`src/rtl/core/ibs_pkg.sv`:
```
`timescale 1ns / 1ps

package ibs_pkg;

  // primitive codes
  localparam logic [1:0] OP_START = 2'd0;
  localparam logic [1:0] OP_STOP  = 2'd1;
  localparam logic [1:0] OP_WRITE = 2'd2;
  localparam logic [1:0] OP_READ  = 2'd3;

  // pin codes
  localparam logic PIN_SCL = 1'b0;
  localparam logic PIN_SDA = 1'b1;

  localparam int STEP_W = 5;

  // index of the final action of each primitive
  localparam logic [STEP_W-1:0] LAST_START = 5'd3;
  localparam logic [STEP_W-1:0] LAST_STOP  = 5'd2;
  localparam logic [STEP_W-1:0] LAST_WRITE = 5'd26;
  localparam logic [STEP_W-1:0] LAST_READ  = 5'd20;

  // classified primitive passed from front to back
  typedef struct packed {
    logic [1:0]        op;
    logic [7:0]        data;       // tx byte for write, slave bits for read
    logic              flag;       // ack received for write, send ack for read
    logic [STEP_W-1:0] last_step;
  } cmd_t;

  // queue head as seen by the back part
  typedef struct packed {
    logic valid;
    cmd_t cmd;
  } cmd_head_t;

endpackage

```
`src/rtl/core/i2c_master_byte_sequencer_core.sv`:
```
`timescale 1ns / 1ps
// latency: a primitive's word is written into the front queue, then loaded into the back
// sequencer register, and its first pin action goes through the back output register
// throughput: the back sequencer gives one action per cycle unless pop stalls; a primitive has
// 4 (start), 3 (stop), 27 (write) or 21 (read) steps; the two entry queue absorbs input bursts
// reset: synchronous rst empties the command queue, idles the sequencer and empties the output

module i2c_master_byte_sequencer_core (
  input  logic       clk,
  input  logic       rst,
  input  logic       push,
  output logic       full,
  input  logic [1:0] operation,
  input  logic [7:0] tx_byte,
  input  logic       send_ack,
  input  logic [7:0] slave_bits,
  input  logic       slave_ack_level,
  output logic       empty,
  input  logic       pop,
  output logic       pin_select,
  output logic       pin_level,
  output logic       wait_after,
  output logic [7:0] read_byte,
  output logic       ack_received,
  output logic       last_action
);

  ibs_pkg::cmd_head_t head;
  logic               take;

  // front: classify and queue primitives
  ibs_front u_front (
    .clk             (clk),
    .rst             (rst),
    .push            (push),
    .full            (full),
    .operation       (operation),
    .tx_byte         (tx_byte),
    .send_ack        (send_ack),
    .slave_bits      (slave_bits),
    .slave_ack_level (slave_ack_level),
    .head            (head),
    .take            (take)
  );

  // back: step through pin actions
  ibs_back u_back (
    .clk          (clk),
    .rst          (rst),
    .head         (head),
    .take         (take),
    .empty        (empty),
    .pop          (pop),
    .pin_select   (pin_select),
    .pin_level    (pin_level),
    .wait_after   (wait_after),
    .read_byte    (read_byte),
    .ack_received (ack_received),
    .last_action  (last_action)
  );

endmodule

```
`src/rtl/core/ibs_front.sv`:
```
`timescale 1ns / 1ps

module ibs_front (
  input  logic               clk,
  input  logic               rst,
  input  logic               push,
  output logic               full,
  input  logic [1:0]         operation,
  input  logic [7:0]         tx_byte,
  input  logic               send_ack,
  input  logic [7:0]         slave_bits,
  input  logic               slave_ack_level,
  output ibs_pkg::cmd_head_t head,
  input  logic               take
);

  ibs_pkg::cmd_t in_cmd;
  ibs_pkg::cmd_t slots [2];
  logic          wr_ptr;
  logic          rd_ptr;
  logic [1:0]    count;
  logic          do_push;
  logic          do_take;

  // classify the incoming word
  always_comb begin
    in_cmd.op = operation;
    if (operation == ibs_pkg::OP_READ) begin
      in_cmd.data = slave_bits;
      in_cmd.flag = send_ack;
    end else begin
      in_cmd.data = tx_byte;
      in_cmd.flag = ~slave_ack_level;
    end
    unique case (operation)
      ibs_pkg::OP_START: in_cmd.last_step = ibs_pkg::LAST_START;
      ibs_pkg::OP_STOP:  in_cmd.last_step = ibs_pkg::LAST_STOP;
      ibs_pkg::OP_WRITE: in_cmd.last_step = ibs_pkg::LAST_WRITE;
      default:           in_cmd.last_step = ibs_pkg::LAST_READ;
    endcase
  end

  assign full    = (count == 2'd2);
  assign do_push = push && !full;
  assign do_take = take && (count != 2'd0);

  assign head.valid = (count != 2'd0);
  assign head.cmd   = slots[rd_ptr];

  // two entry command queue
  always_ff @(posedge clk) begin
    if (do_push) begin
      slots[wr_ptr] <= in_cmd;
    end
  end

  always_ff @(posedge clk) begin
    if (rst) begin
      wr_ptr <= 1'b0;
      rd_ptr <= 1'b0;
      count  <= 2'd0;
    end else begin
      if (do_push) begin
        wr_ptr <= ~wr_ptr;
      end
      if (do_take) begin
        rd_ptr <= ~rd_ptr;
      end
      count <= count + {1'b0, do_push} - {1'b0, do_take};
    end
  end

endmodule

```
`src/rtl/core/ibs_back.sv`:
```
`timescale 1ns / 1ps

module ibs_back (
  input  logic               clk,
  input  logic               rst,
  input  ibs_pkg::cmd_head_t head,
  output logic               take,
  output logic               empty,
  input  logic               pop,
  output logic               pin_select,
  output logic               pin_level,
  output logic               wait_after,
  output logic [7:0]         read_byte,
  output logic               ack_received,
  output logic               last_action
);

  // bit phases of a write
  localparam logic [1:0] PH_DATA = 2'd0;
  localparam logic [1:0] PH_HIGH = 2'd1;
  localparam logic [1:0] PH_LOW  = 2'd2;

  // fixed steps of the write and read tails
  localparam logic [ibs_pkg::STEP_W-1:0] WR_ACK_STEP  = 5'd24;
  localparam logic [ibs_pkg::STEP_W-1:0] WR_ACK_HIGH  = 5'd25;
  localparam logic [ibs_pkg::STEP_W-1:0] RD_BITS_LAST = 5'd16;
  localparam logic [ibs_pkg::STEP_W-1:0] RD_ACK_STEP  = 5'd17;
  localparam logic [ibs_pkg::STEP_W-1:0] RD_ACK_HIGH  = 5'd18;
  localparam logic [ibs_pkg::STEP_W-1:0] RD_ACK_LOW   = 5'd19;

  ibs_pkg::cmd_t               cur;
  logic                        active;
  logic [ibs_pkg::STEP_W-1:0]  step;
  logic [1:0]                  phase;
  logic [7:0]                  sr;
  logic                        out_valid;
  logic                        advance;
  logic                        is_last;
  logic                        load;
  logic                        act_pin;
  logic                        act_level;
  logic                        act_wait;

  assign is_last = (step == cur.last_step);
  assign advance = active && (!out_valid || pop);
  assign load    = head.valid && (!active || (advance && is_last));
  assign take    = load;
  assign empty   = !out_valid;

  // pin action for the current step
  always_comb begin
    act_pin   = ibs_pkg::PIN_SCL;
    act_level = 1'b0;
    act_wait  = 1'b0;
    unique case (cur.op)
      ibs_pkg::OP_START: begin
        unique case (step[1:0])
          2'd0:    begin act_pin = ibs_pkg::PIN_SCL; act_level = 1'b1; end
          2'd1:    begin act_pin = ibs_pkg::PIN_SDA; act_level = 1'b1; act_wait = 1'b1; end
          2'd2:    begin act_pin = ibs_pkg::PIN_SDA; act_level = 1'b0; end
          default: begin act_pin = ibs_pkg::PIN_SCL; act_level = 1'b0; end
        endcase
      end
      ibs_pkg::OP_STOP: begin
        unique case (step[1:0])
          2'd0:    begin act_pin = ibs_pkg::PIN_SDA; act_level = 1'b0; act_wait = 1'b1; end
          2'd1:    begin act_pin = ibs_pkg::PIN_SCL; act_level = 1'b1; act_wait = 1'b1; end
          default: begin act_pin = ibs_pkg::PIN_SDA; act_level = 1'b1; end
        endcase
      end
      ibs_pkg::OP_WRITE: begin
        if (step < WR_ACK_STEP) begin
          unique case (phase)
            PH_DATA: begin act_pin = ibs_pkg::PIN_SDA; act_level = sr[7]; end
            PH_HIGH: begin act_pin = ibs_pkg::PIN_SCL; act_level = 1'b1; act_wait = 1'b1; end
            default: begin act_pin = ibs_pkg::PIN_SCL; act_level = 1'b0; end
          endcase
        end else if (step == WR_ACK_STEP) begin
          act_pin = ibs_pkg::PIN_SDA; act_level = 1'b1; act_wait = 1'b1;
        end else if (step == WR_ACK_HIGH) begin
          act_pin = ibs_pkg::PIN_SCL; act_level = 1'b1; act_wait = 1'b1;
        end else begin
          act_pin = ibs_pkg::PIN_SCL; act_level = 1'b0;
        end
      end
      default: begin
        if (step == '0) begin
          act_pin = ibs_pkg::PIN_SDA; act_level = 1'b1;
        end else if (step <= RD_BITS_LAST) begin
          // odd steps raise SCL, even steps lower it and wait
          act_pin   = ibs_pkg::PIN_SCL;
          act_level = step[0];
          act_wait  = ~step[0];
        end else if (step == RD_ACK_STEP) begin
          act_pin = ibs_pkg::PIN_SDA; act_level = ~cur.flag;
        end else if (step == RD_ACK_HIGH) begin
          act_pin = ibs_pkg::PIN_SCL; act_level = 1'b1; act_wait = 1'b1;
        end else if (step == RD_ACK_LOW) begin
          act_pin = ibs_pkg::PIN_SCL; act_level = 1'b0;
        end else begin
          act_pin = ibs_pkg::PIN_SDA; act_level = 1'b1;
        end
      end
    endcase
  end

  // sequencer control
  always_ff @(posedge clk) begin
    if (rst) begin
      active <= 1'b0;
    end else if (load) begin
      active <= 1'b1;
    end else if (advance && is_last) begin
      active <= 1'b0;
    end
  end

  // sequencer payload: command, step, write phase and shift register
  always_ff @(posedge clk) begin
    if (load) begin
      cur   <= head.cmd;
      step  <= '0;
      phase <= PH_DATA;
      sr    <= head.cmd.data;
    end else if (advance) begin
      step  <= step + 1'b1;
      phase <= (phase == PH_LOW) ? PH_DATA : phase + 2'd1;
      if (cur.op == ibs_pkg::OP_WRITE && phase == PH_LOW) begin
        sr <= {sr[6:0], 1'b0};
      end
    end
  end

  // output register valid
  always_ff @(posedge clk) begin
    if (rst) begin
      out_valid <= 1'b0;
    end else if (advance) begin
      out_valid <= 1'b1;
    end else if (pop) begin
      out_valid <= 1'b0;
    end
  end

  // output register payload
  always_ff @(posedge clk) begin
    if (advance) begin
      pin_select   <= act_pin;
      pin_level    <= act_level;
      wait_after   <= act_wait;
      last_action  <= is_last;
      read_byte    <= (is_last && cur.op == ibs_pkg::OP_READ) ? cur.data : 8'd0;
      ack_received <= is_last && (cur.op == ibs_pkg::OP_WRITE) && cur.flag;
    end
  end

endmodule

```
`config.mk`:
```
export PLATFORM = sky130hd
export DESIGN_NAME = i2c_master_byte_sequencer_core
export DESIGN_NICKNAME = d
export VERILOG_FILES = /design/src/rtl/core/ibs_pkg.sv /design/src/rtl/core/i2c_master_byte_sequencer_core.sv /design/src/rtl/core/ibs_front.sv /design/src/rtl/core/ibs_back.sv
export SDC_FILE = /design/constraint.sdc
export NUM_CORES = 1
export LEC_CHECK = 0
export BUFFER_PORTS_ARGS = -buffer_cell sky130_fd_sc_hd__buf_2
export CELL_PAD_IN_SITES_DETAIL_PLACEMENT = 1
export CELL_PAD_IN_SITES_GLOBAL_PLACEMENT = 2
export CORE_MARGIN = 10
export CORE_UTILIZATION = 30
export CTS_BUF_LIST = sky130_fd_sc_hd__clkbuf_4
export DETAILED_ROUTE_END_ITERATION = 16
export PLACE_DENSITY = 0.65
export SYNTH_ARGS = -nofsm -noshare
export SYNTH_HDL_FRONTEND = slang
export SYNTH_SLANG_ARGS = --single-unit
```
`constraint.sdc`:
```
create_clock -name clk -period 1.88 [get_ports clk]
set_input_delay 0.188 -clock clk [delete_from_list [all_inputs] [get_ports clk]]
set_output_delay 0.188 -clock clk [all_outputs]
set_load 0.01 [all_outputs]
```
==> impl_metrics.py, run 1 <==
metrics = {
    "outcome": {
        "outcome": "finished with violations",
        "failed_checks": "negative setup slack",
    },
    "critical_path": {
        "slowest_delay_ps": 450,
        "cp.required_ps": 2230,
        "crit_path_max_fanout": 3,
        "worst_ep_arrival_time_ps": 2300,
        "cp_cell_sequence": "xnor2_2, nand3_2, o32ai_2, ha_1, inv_1, ha_1, xor2_1, xnor2_1, nor2_1",
        "criticalPathCategory": "register to register",
        "critPathTopFamily": "XOR/XNOR gates",
        "cp-end-kind": "register",
        "crit_slowest_cell": "edfxtp_1",
        "critPathLaunchType": "register",
        "worst_path_most_repeated_cell": "ha_1",
        "cp_num_buf_inv": 1,
    },
    "power_and_ir_drop": {
        "p_per_area_nw_per_um2": 1442,
        "combPwrFrac_pct": 36.4,
        "power_w": 0.006310,
        "p_leak_nw": 1.655,
        "ir_drop_mv": 0.5939,
        "power_frac_seq_pct": 46.5,
        "p_int_w": 0.004298,
        "clockPowerShare_pct": 17.2,
        "switching_share_pct": 31.87,
        "switchingPower_w": 0.002011,
    },
    "synth": {
        "ys.flop_type": "edfxtp_1",
        "synthDistinctLibCells": 41,
        "synthArstFlopShare_pct": 0,
        "syn_inst": 247,
        "syn_area_per_cell_um2": 14.37,
        "syn-cell-area_um2": 3548,
        "synth_seq_cells": 83,
        "synth_seq_area_share_pct": 66.29,
        "synth-edff-count": 69,
        "yosys_warnings": 0,
        "syn_nets": 277,
    },
    "clock_network": {
        "clk_latency_ps": 440,
        "cts_buffers": 9,
        "h-tree-depth": 3,
        "cts_sinks": 83,
        "clk_pin_slew_ps": 140,
        "cts-root-buf": "clkbuf_4",
        "clk_path_buf_depth": 2,
        "cts_tree": "built",
    },
    "place": {
        "dp_slack_ps": -188.8,
        "io_buffers": 38,
        "dp_hpwl_um": 5460,
        "gp_congestion": 0.7237,
    },
    "route": {
        "drc": 0,
        "wire_per_inst_um": 16.43,
        "drtPass1Iterations": 4,
        "antenna_left": 0,
        "drt_iter0_drc": 84,
        "wl_um": 7687,
        "viasPerCell": 4.560,
        "route.vias.total": 2134,
    },
    "sta": {
        "fin_worst_skew_ps": 14.69,
        "post-route-period-util_pct": 103.7,
        "setup_viol": 8,
        "holdWs_ps": 52.37,
        "post-route-min-period_ps": 1950,
        "maxSlewViolCount": 0,
        "hold_viol": 0,
        "slew_headroom_pct": 64.54,
        "rsz0062_at_grt": "true",
        "worst-slew-pin-transition_ps": 530.6,
        "worst_slack_ps": -69.77,
        "max_freq_mhz": 512.9,
    },
    "grt": {
        "grt_pass1_vias": 2457,
        "grt_pass1_wl_um": 12560,
        "grt_max_degree": 17,
        "antenna_found_initial": 0,
        "grtUsageTotal_pct": 9.832,
        "overflow": 0,
    },
    "floorplan": {
        "io_pins": 39,
        "fp-row-count": 39,
        "die_w_um": 128.8,
        "die_h_um": 128.8,
        "dieArea_um2": 16580,
        "initial_utilization_pct": 30.81,
        "coreArea_um2": 11520,
    },
    "job": {
        "maxCapViolations": 0,
    },
    "cells_and_area": {
        "drive_gt1_share_pct": 41.85,
        "fin_nets": 350,
        "area.growth.synth_to_final_pct": 23.27,
        "n_antenna_cell": 0,
    },
    "hold_path": {
        "hp-class": "input pin to register",
    },
}
[logic make-up (layout without fill, tap and decap cells)]
logic type	Yosys count	after routing	synth area share [%]
AO/OA/AOI/OAI	28	28	5.607
XOR/XNOR	11	11	2.715
adder cells (fa/ha/maj)	6	6	2.116
buffers and inverters	24	102	3.103
flip-flops	83	83	66.29
multiplexers	34	34	11.11
AND/OR/NAND/NOR	61	61	9.062
[metrics by stage]
step | cell area, µm² | cells | TNS, ps | utilization [%]
global route | 4374 | 468 | -1660 | 37.98
finish | 4374 | 468 | -374.5 | 37.98
floorplan | 3583 | 247 | -114.6 | -
detailed placement | 4079 | 440 | -639.1 | 35.42
global placement | 4079 | 440 | -88.16 | 35.42
CTS | 4318 | 466 | -161.3 | 37.49
[worst register-to-register path: stages, from the launching register on]
cell      delay, ps
edfxtp_1        450
xnor2_2         160
nand3_2         140
o32ai_2         280
ha_1            260
inv_1            70
ha_1            150
xor2_1          170
xnor2_1         140
nor2_1           50
[repair_timing]
| item | in CTS | in global routing |
|---|---|---|
| endpoints found under the setup margin | 9 | 12 |
| buffers inserted | 5 | 2 |
| endpoints found under the hold margin | 11 | 0 |
| resized for setup | 2 | 12 |
| hold buffers | 5 | 0 |
| pin swaps | 3 | 5 |
| cloned | 0 | 0 |
[Yosys cell counts (2+ instances only)]
cell,count,area [µm²]
a21oi_1,9,45.04
and2_1,10,62.56
and3_1,3,18.77
buf_1,2,7.510
buf_6,2,22.52
clkbuf_1,6,22.52
dfxtp_1,14,280.3
edfxtp_1,69,2072
ha_1,6,75.07
inv_1,12,45.04
mux2_2,33,371.6
nand2_1,11,41.29
nand2b_1,3,18.77
nand3_1,3,15.01
nor2_1,15,56.30
nor2b_1,4,25.02
nor3_1,3,15.01
nor3b_1,3,22.52
o21ai_0,6,30.03
o31ai_1,2,15.01
or3_1,2,12.51
xnor2_1,7,61.31
xor2_1,4,35.03
[power by group through the flow]
| stage | registers, W | clock network, W | logic (W) |
|---|---|---|---|
| after floorplan | 0.00293 | 0 | 0.00134 |
| after global placement | 0.00294 | 0 | 0.00208 |
| after detailed placement | 0.00298 | 0 | 0.00213 |
| after CTS | 0.00294 | 0.00114 | 0.00226 |
| after global routing | 0.00300 | 0.00119 | 0.00255 |
| final | 0.00293 | 0.00108 | 0.00230 |
[placed cells by master (no fill, tap or decap), types with 2 or more instances in the layout]
master and instances:
edfxtp_1 69, buf_2 38, mux2_2 33, buf_4 26
nor2_1 15, dfxtp_1 12, clkbuf_4 11, nand2_1 10
inv_1 10, and2_1 10, a21oi_1 9, o21ai_0 6
dlygate4sd3_1 5, xnor2_2 4, nor2b_1 4, xor2_1 4
buf_6 4, nand2b_1 3, xnor2_1 3, nor3b_1 3
nor3_1 3, and3_1 3, nand3_1 3, ha_1 3
inv_2 2, o31ai_1 2, or3_1 2, ha_2 2
inv_6 2, dfxtp_2 2
[final cells by class]
cell class	count	area, µm²
fillers	1227	7142
flip-flops and latches	83	2355
multi-input cells	140	1152
repair buffers	74	500.5
well taps	143	178.9
clock buffers	11	82.58
clock inverters	5	60.06
inverters	12	45.04
[flip-flops by register name (all words and copies together) (netlist names), named ones only]
signal,count
u_front.rd_ptr,1
u_back.wait_after,1
u_back.sr,8
u_back.read_byte,8
u_back.phase,2
u_front.count,2
u_back.last_action,1
u_back.pin_select,1
u_back.ack_received,1
u_back.out_valid,1
u_front.wr_ptr,1
u_back.step,5
u_back.cur,16
u_front.slots,32
u_back.active,1
u_back.pin_level,1
[path summary, 6_finish.rpt]
kind / from / depth (start not counted) / to / slack, ps
hold / removal: slave_ack_level / 2 / u_front.slots[0][5] / 50
setup / recovery: u_back.cur[3] / 9 / u_front.count[1] / -70
hold reg to reg: u_back.cur[9] / 1 / u_back.read_byte[3] / 540
setup reg to reg: u_back.cur[3] / 9 / u_front.count[1] / -70
[per-layer routing]
layer	global-route usage [%]	share of wire, %	vias up	wire (µm)
met2	16.75	50	38	3850
met1	11.13	44	1044	3346
met3	3.532	4.9	9	380
met4	3.612	1.4	0	110
li1	-	-	1043	-
met5	0	0	-	0
Power figures use the tool's default switching activity.
==> run 2, diff against run 1 <==
Settings changed: SKIP_LAST_GASP set to 1.
==> impl_metrics.py, run 2 (synthesis results as in run 1) <==
metrics = {
    "route": {
        "antenna_left": 0,
        "wl_um": 7690,
        "viasPerCell": 4.571,
        "drt_iter0_drc": 84,
        "drc": 0,
        "drtPass1Iterations": 4,
        "wl_met2_um": 3853,
        "wire_per_inst_um": 16.43,
        "route.vias.total": 2139,
        "top_layer": "met4",
        "met3WireLength_um": 393,
        "met1_length_um": 3333,
    },
    "sta": {
        "slew_headroom_pct": 64.54,
        "setup_viol": 8,
        "rsz0062_at_grt": "true",
        "fin_worst_skew_ps": 14.69,
        "worst-slew-pin-transition_ps": 530.6,
        "post-route-period-util_pct": 103.7,
        "hold_viol": 0,
        "max_freq_mhz": 512.9,
        "post-route-min-period_ps": 1950,
        "worst_slack_ps": -69.81,
        "maxSlewViolCount": 0,
        "holdWs_ps": 52.31,
    },
    "grt": {
        "grtUsageTotal_pct": 9.832,
        "antenna_found_initial": 0,
        "grt_pass1_wl_um": 12560,
        "grt_pass1_vias": 2457,
        "grt_max_degree": 17,
        "overflow": 0,
    },
    "power_and_ir_drop": {
        "p_leak_nw": 1.654,
        "p_per_area_nw_per_um2": 1442,
        "ir_drop_mv": 0.5942,
        "power_w": 0.006302,
    },
    "critical_path": {
        "crit_path_max_fanout": 3,
        "worst_ep_arrival_time_ps": 2300,
        "critPathLaunchType": "register",
        "cp.required_ps": 2230,
        "cp-end-kind": "register",
        "criticalPathCategory": "register to register",
    },
    "clock_network": {
        "clk_latency_ps": 440,
        "cts_sinks": 83,
        "clk_path_buf_depth": 2,
        "clk_pin_slew_ps": 140,
        "cts_buffers": 9,
        "cts-root-buf": "clkbuf_4",
        "h-tree-depth": 3,
        "cts_tree": "built",
    },
    "floorplan": {
        "io_pins": 39,
        "fp-row-count": 39,
        "coreArea_um2": 11520,
        "die_h_um": 128.8,
        "dieArea_um2": 16580,
        "initial_utilization_pct": 30.81,
        "die_w_um": 128.8,
    },
    "cells_and_area": {
        "largest_reg_flops": 32,
        "final_common_cell": "edfxtp_1",
        "multi_input_area_um2": 1152,
        "drive_gt1_share_pct": 41.85,
        "final.fill_count": 1226,
        "n_antenna_cell": 0,
        "reg_top3": "u_front.slots x32, u_back.cur x16",
        "fin_nets": 350,
        "area.growth.synth_to_final_pct": 23.17,
        "regMostFlops": "u_front.slots",
        "regArea_um2": 2355,
        "fin_util_pct": 37.95,
        "layout_common_cells": "edfxtp_1, buf_2, mux2_2",
    },
    "place": {
        "gp_congestion": 0.7237,
        "io_buffers": 38,
        "dp_hpwl_um": 5460,
    },
    "hold_path": {
        "hp-class": "input pin to register",
    },
    "outcome": {
        "failed_checks": "negative setup slack",
        "outcome": "finished with violations",
    },
    "job": {
        "maxCapViolations": 0,
    },
}
## run 2: cell counts in the layout (fill, tap and decap cells not counted)
Identical to the previous run, type by type.
## run 2: path summary, 6_finish.rpt
path,cells after the start,slack (ps),end,start
max reg2reg,9,-70,u_front.count[1],u_back.cur[3]
max,9,-70,u_front.count[1],u_back.cur[3]
min,2,50,u_front.slots[0][5],slave_ack_level
min reg2reg,1,540,u_back.read_byte[3],u_back.cur[9]
## run 2: final cells by class
type / count / area share (%)
timing repair buffer: 74 / 11.37
tap: 143 / 4.094
sequential: 83 / 53.88
clock buffer: 11 / 1.889
multi-input combinational: 140 / 26.37
clock inverter: 5 / 1.374
inverter: 12 / 1.031
## run 2: timing repair
action	in CTS	in global routing
hold buffers	5	0
setup buffers	5	2
pin swaps	3	5
resized for setup	1	13
endpoints found under the setup margin	9	12
endpoints found under the hold margin	11	0
## run 2: worst max-delay path: stages (launching register included)
cell and delay, ps:
edfxtp_1 450, xnor2_2 160, nand3_2 140, o32ai_2 280, ha_1 260, inv_1 70
ha_1 150, xor2_1 170, xnor2_1 140, nor2_1 50
## run 2: power by group
part | switching (W) | internal (W) | leakage, nW
clock | 0.000639 | 0.000443 | 0.0779
combinational | 0.00114 | 0.00115 | 0.809
sequential | 0.000234 | 0.00270 | 0.767
## run 2: through the flow
stage	setup WS (ps)	cell area, µm²	TNS (ps)	cells
after floorplan	-14.32	3583	-114.6	247
after global placement	-88.16	4079	-88.16	440
after detailed placement	-188.8	4079	-639.1	440
after CTS	-136.0	4317	-198.1	466
after global routing	-197.4	4370	-1703	468
final	-69.81	4370	-369.1	468
## run 2: metal layers
metal / GRT usage [%] / vias to the layer above
met5: 0 / -
met4: 3.612 / 0
met3: 3.532 / 9
met2: 16.75 / 40
met1: 11.13 / 1047
li1: - / 1043
==> run 3, diff against run 2 <==
Clock period 1.88 ns to 1.75 ns, I/O delays scaled along.
==> impl_metrics.py, run 3 (synthesis results as in run 1) <==
metrics = {
    "outcome": {
        "outcome": "finished with violations",
        "failed_checks": "negative setup slack",
    },
    "floorplan": {
        "io_pins": 39,
        "die_w_um": 128.8,
        "dieArea_um2": 16580,
        "die_h_um": 128.8,
        "fp-row-count": 39,
        "initial_utilization_pct": 30.81,
        "coreArea_um2": 11520,
    },
    "place": {
        "gp_congestion": 0.7207,
        "dp_cells": 450,
        "io_buffers": 38,
        "place_area_um2": 4169,
        "dp_hpwl_um": 5484,
    },
    "route": {
        "viasPerCell": 4.561,
        "wire_per_inst_um": 16.53,
        "drtPass1Iterations": 4,
        "antenna_left": 0,
        "drc": 0,
        "route.vias.total": 2212,
        "drt_iter0_drc": 71,
        "wl_um": 8015,
    },
    "clock_network": {
        "clk_path_buf_depth": 2,
        "cts_buffers": 9,
        "cts_tree": "built",
        "clk_pin_slew_ps": 130,
        "cts-root-buf": "clkbuf_4",
        "clk_latency_ps": 430,
        "h-tree-depth": 3,
        "cts_sinks": 83,
    },
    "sta": {
        "fin_worst_skew_ps": 12.49,
        "post-route-min-period_ps": 2000,
        "slew_headroom_pct": 74.36,
        "worst_slack_ps": -250.2,
        "worst-slew-pin-transition_ps": 384.7,
        "holdWs_ps": 54.62,
        "hold_viol": 0,
        "rsz0062_at_grt": "true",
        "post-route-period-util_pct": 114.3,
        "max_freq_mhz": 499.9,
        "maxSlewViolCount": 0,
        "setup_viol": 44,
    },
    "cells_and_area": {
        "final_cell_area_um2": 4609,
        "fin_util_pct": 40.03,
        "fin_nets": 367,
        "largest_reg_flops": 32,
        "area.growth.synth_to_final_pct": 29.90,
        "drive_gt1_share_pct": 44.15,
        "final_cells": 485,
        "regMostFlops": "u_front.slots",
        "reg_top3": "u_front.slots x32, u_back.cur x16",
        "layout_common_cells": "edfxtp_1, buf_2, buf_4",
        "final_common_cell": "edfxtp_1",
        "n_antenna_cell": 0,
    },
    "grt": {
        "overflow": 0,
        "grtUsageTotal_pct": 10.23,
        "grt_pass1_vias": 2531,
        "antenna_found_initial": 0,
        "grt_pass1_wl_um": 13120,
        "grt_max_degree": 17,
    },
    "critical_path": {
        "cp_cell_sequence": "xnor2_2, nand3_2, buf_4, o32ai_4, buf_4, buf_6, mux2_4",
        "critPathTopFamily": "flip-flops",
        "timing.rr.end": "u_back.sr[7]",
        "worst_path_most_repeated_cell": "buf_4",
        "cp.required_ps": 1950,
        "cp-endpoint": "u_back.sr[7]",
        "worst_ep_arrival_time_ps": 2200,
        "crit_path_max_fanout": 4,
        "crit_start": "u_back.cur[0]",
        "reg2reg_from": "u_back.cur[0]",
        "cp-end-kind": "register",
        "criticalPathCategory": "register to register",
        "slowest_delay_ps": 440,
        "cp_num_buf_inv": 3,
        "ff2ff_path_depth": 7,
        "worst-path-stages": 7,
        "crit_slowest_cell": "edfxtp_1",
        "critPathLaunchType": "register",
        "r2r_setup_slack_ps": -250,
    },
    "power_and_ir_drop": {
        "p_leak_nw": 1.769,
        "power_w": 0.007005,
        "ir_drop_mv": 0.6688,
        "p_per_area_nw_per_um2": 1520,
    },
    "hold_path": {
        "whs_path_depth": 2,
        "min_from": "slave_bits[3]",
        "hp-class": "input pin to register",
    },
    "job": {
        "maxCapViolations": 0,
    },
}
## run 3: cell types whose count changed in the layout (fill, tap and decap cells not counted), moves of 2 or more
cell / previous run / this run
dlygate4sd3_1: 5 / 13
mux2_2: 33 / 25
mux2_4: 0 / 8
buf_4: 27 / 31
buf_6: 3 / 7
clkinv_4: 0 / 2
## run 3: worst min-delay path by stage
stage | to
after floorplan | u_back.out_valid
after global placement | u_front.slots[1][14]
after detailed placement | u_front.slots[1][14]
after CTS | u_front.slots[1][5]
after global routing | u_front.slots[0][7]
final | u_front.slots[0][9]
## run 3: routing by layer
layer  GRT usage [%]  routed length (µm)
met5               0                   0
met4           2.609                  82
met3           4.476                 385
met2           17.26                3979
met1           11.65                3567
## run 3: timing repair
| action | CTS | global route |
|---|---|---|
| endpoints found under the hold margin | 10 | 10 |
| endpoints found under the setup margin | 14 | 45 |
| buffers inserted | 2 | 3 |
| gates resized for setup | 15 | 21 |
| pin swaps | 3 | 4 |
| hold buffers | 5 | 8 |
| gates cloned | 1 | 0 |
## run 3: metrics by stage
step                      setup WS [ps]  setup TNS [ps]
after floorplan                  -142.8           -1571
after global placement           -179.1          -767.4
after detailed placement         -194.4           -1314
after CTS                        -207.7           -1859
after global routing             -337.5          -10860
final                            -250.2           -5970
## run 3: power breakdown
part / switching, W / total [W] / leakage, nW / internal, W
Sequential: 0.000270 / 0.00317 / 0.767 / 0.00290
Clock: 0.000671 / 0.000980 / 0.0682 / 0.000309
Combinational: 0.00135 / 0.00286 / 0.934 / 0.00151
## run 3: layout make-up
class / instances / area (µm²)
Sequential cell: 83 / 2355
Inverter: 12 / 47.55
Fill cell: 1211 / 6907
Tap cell: 143 / 178.9
Clock buffer: 10 / 75.07
Timing Repair Buffer: 91 / 671.9
Clock inverter: 6 / 40.04
Multi-Input combinational cell: 140 / 1241
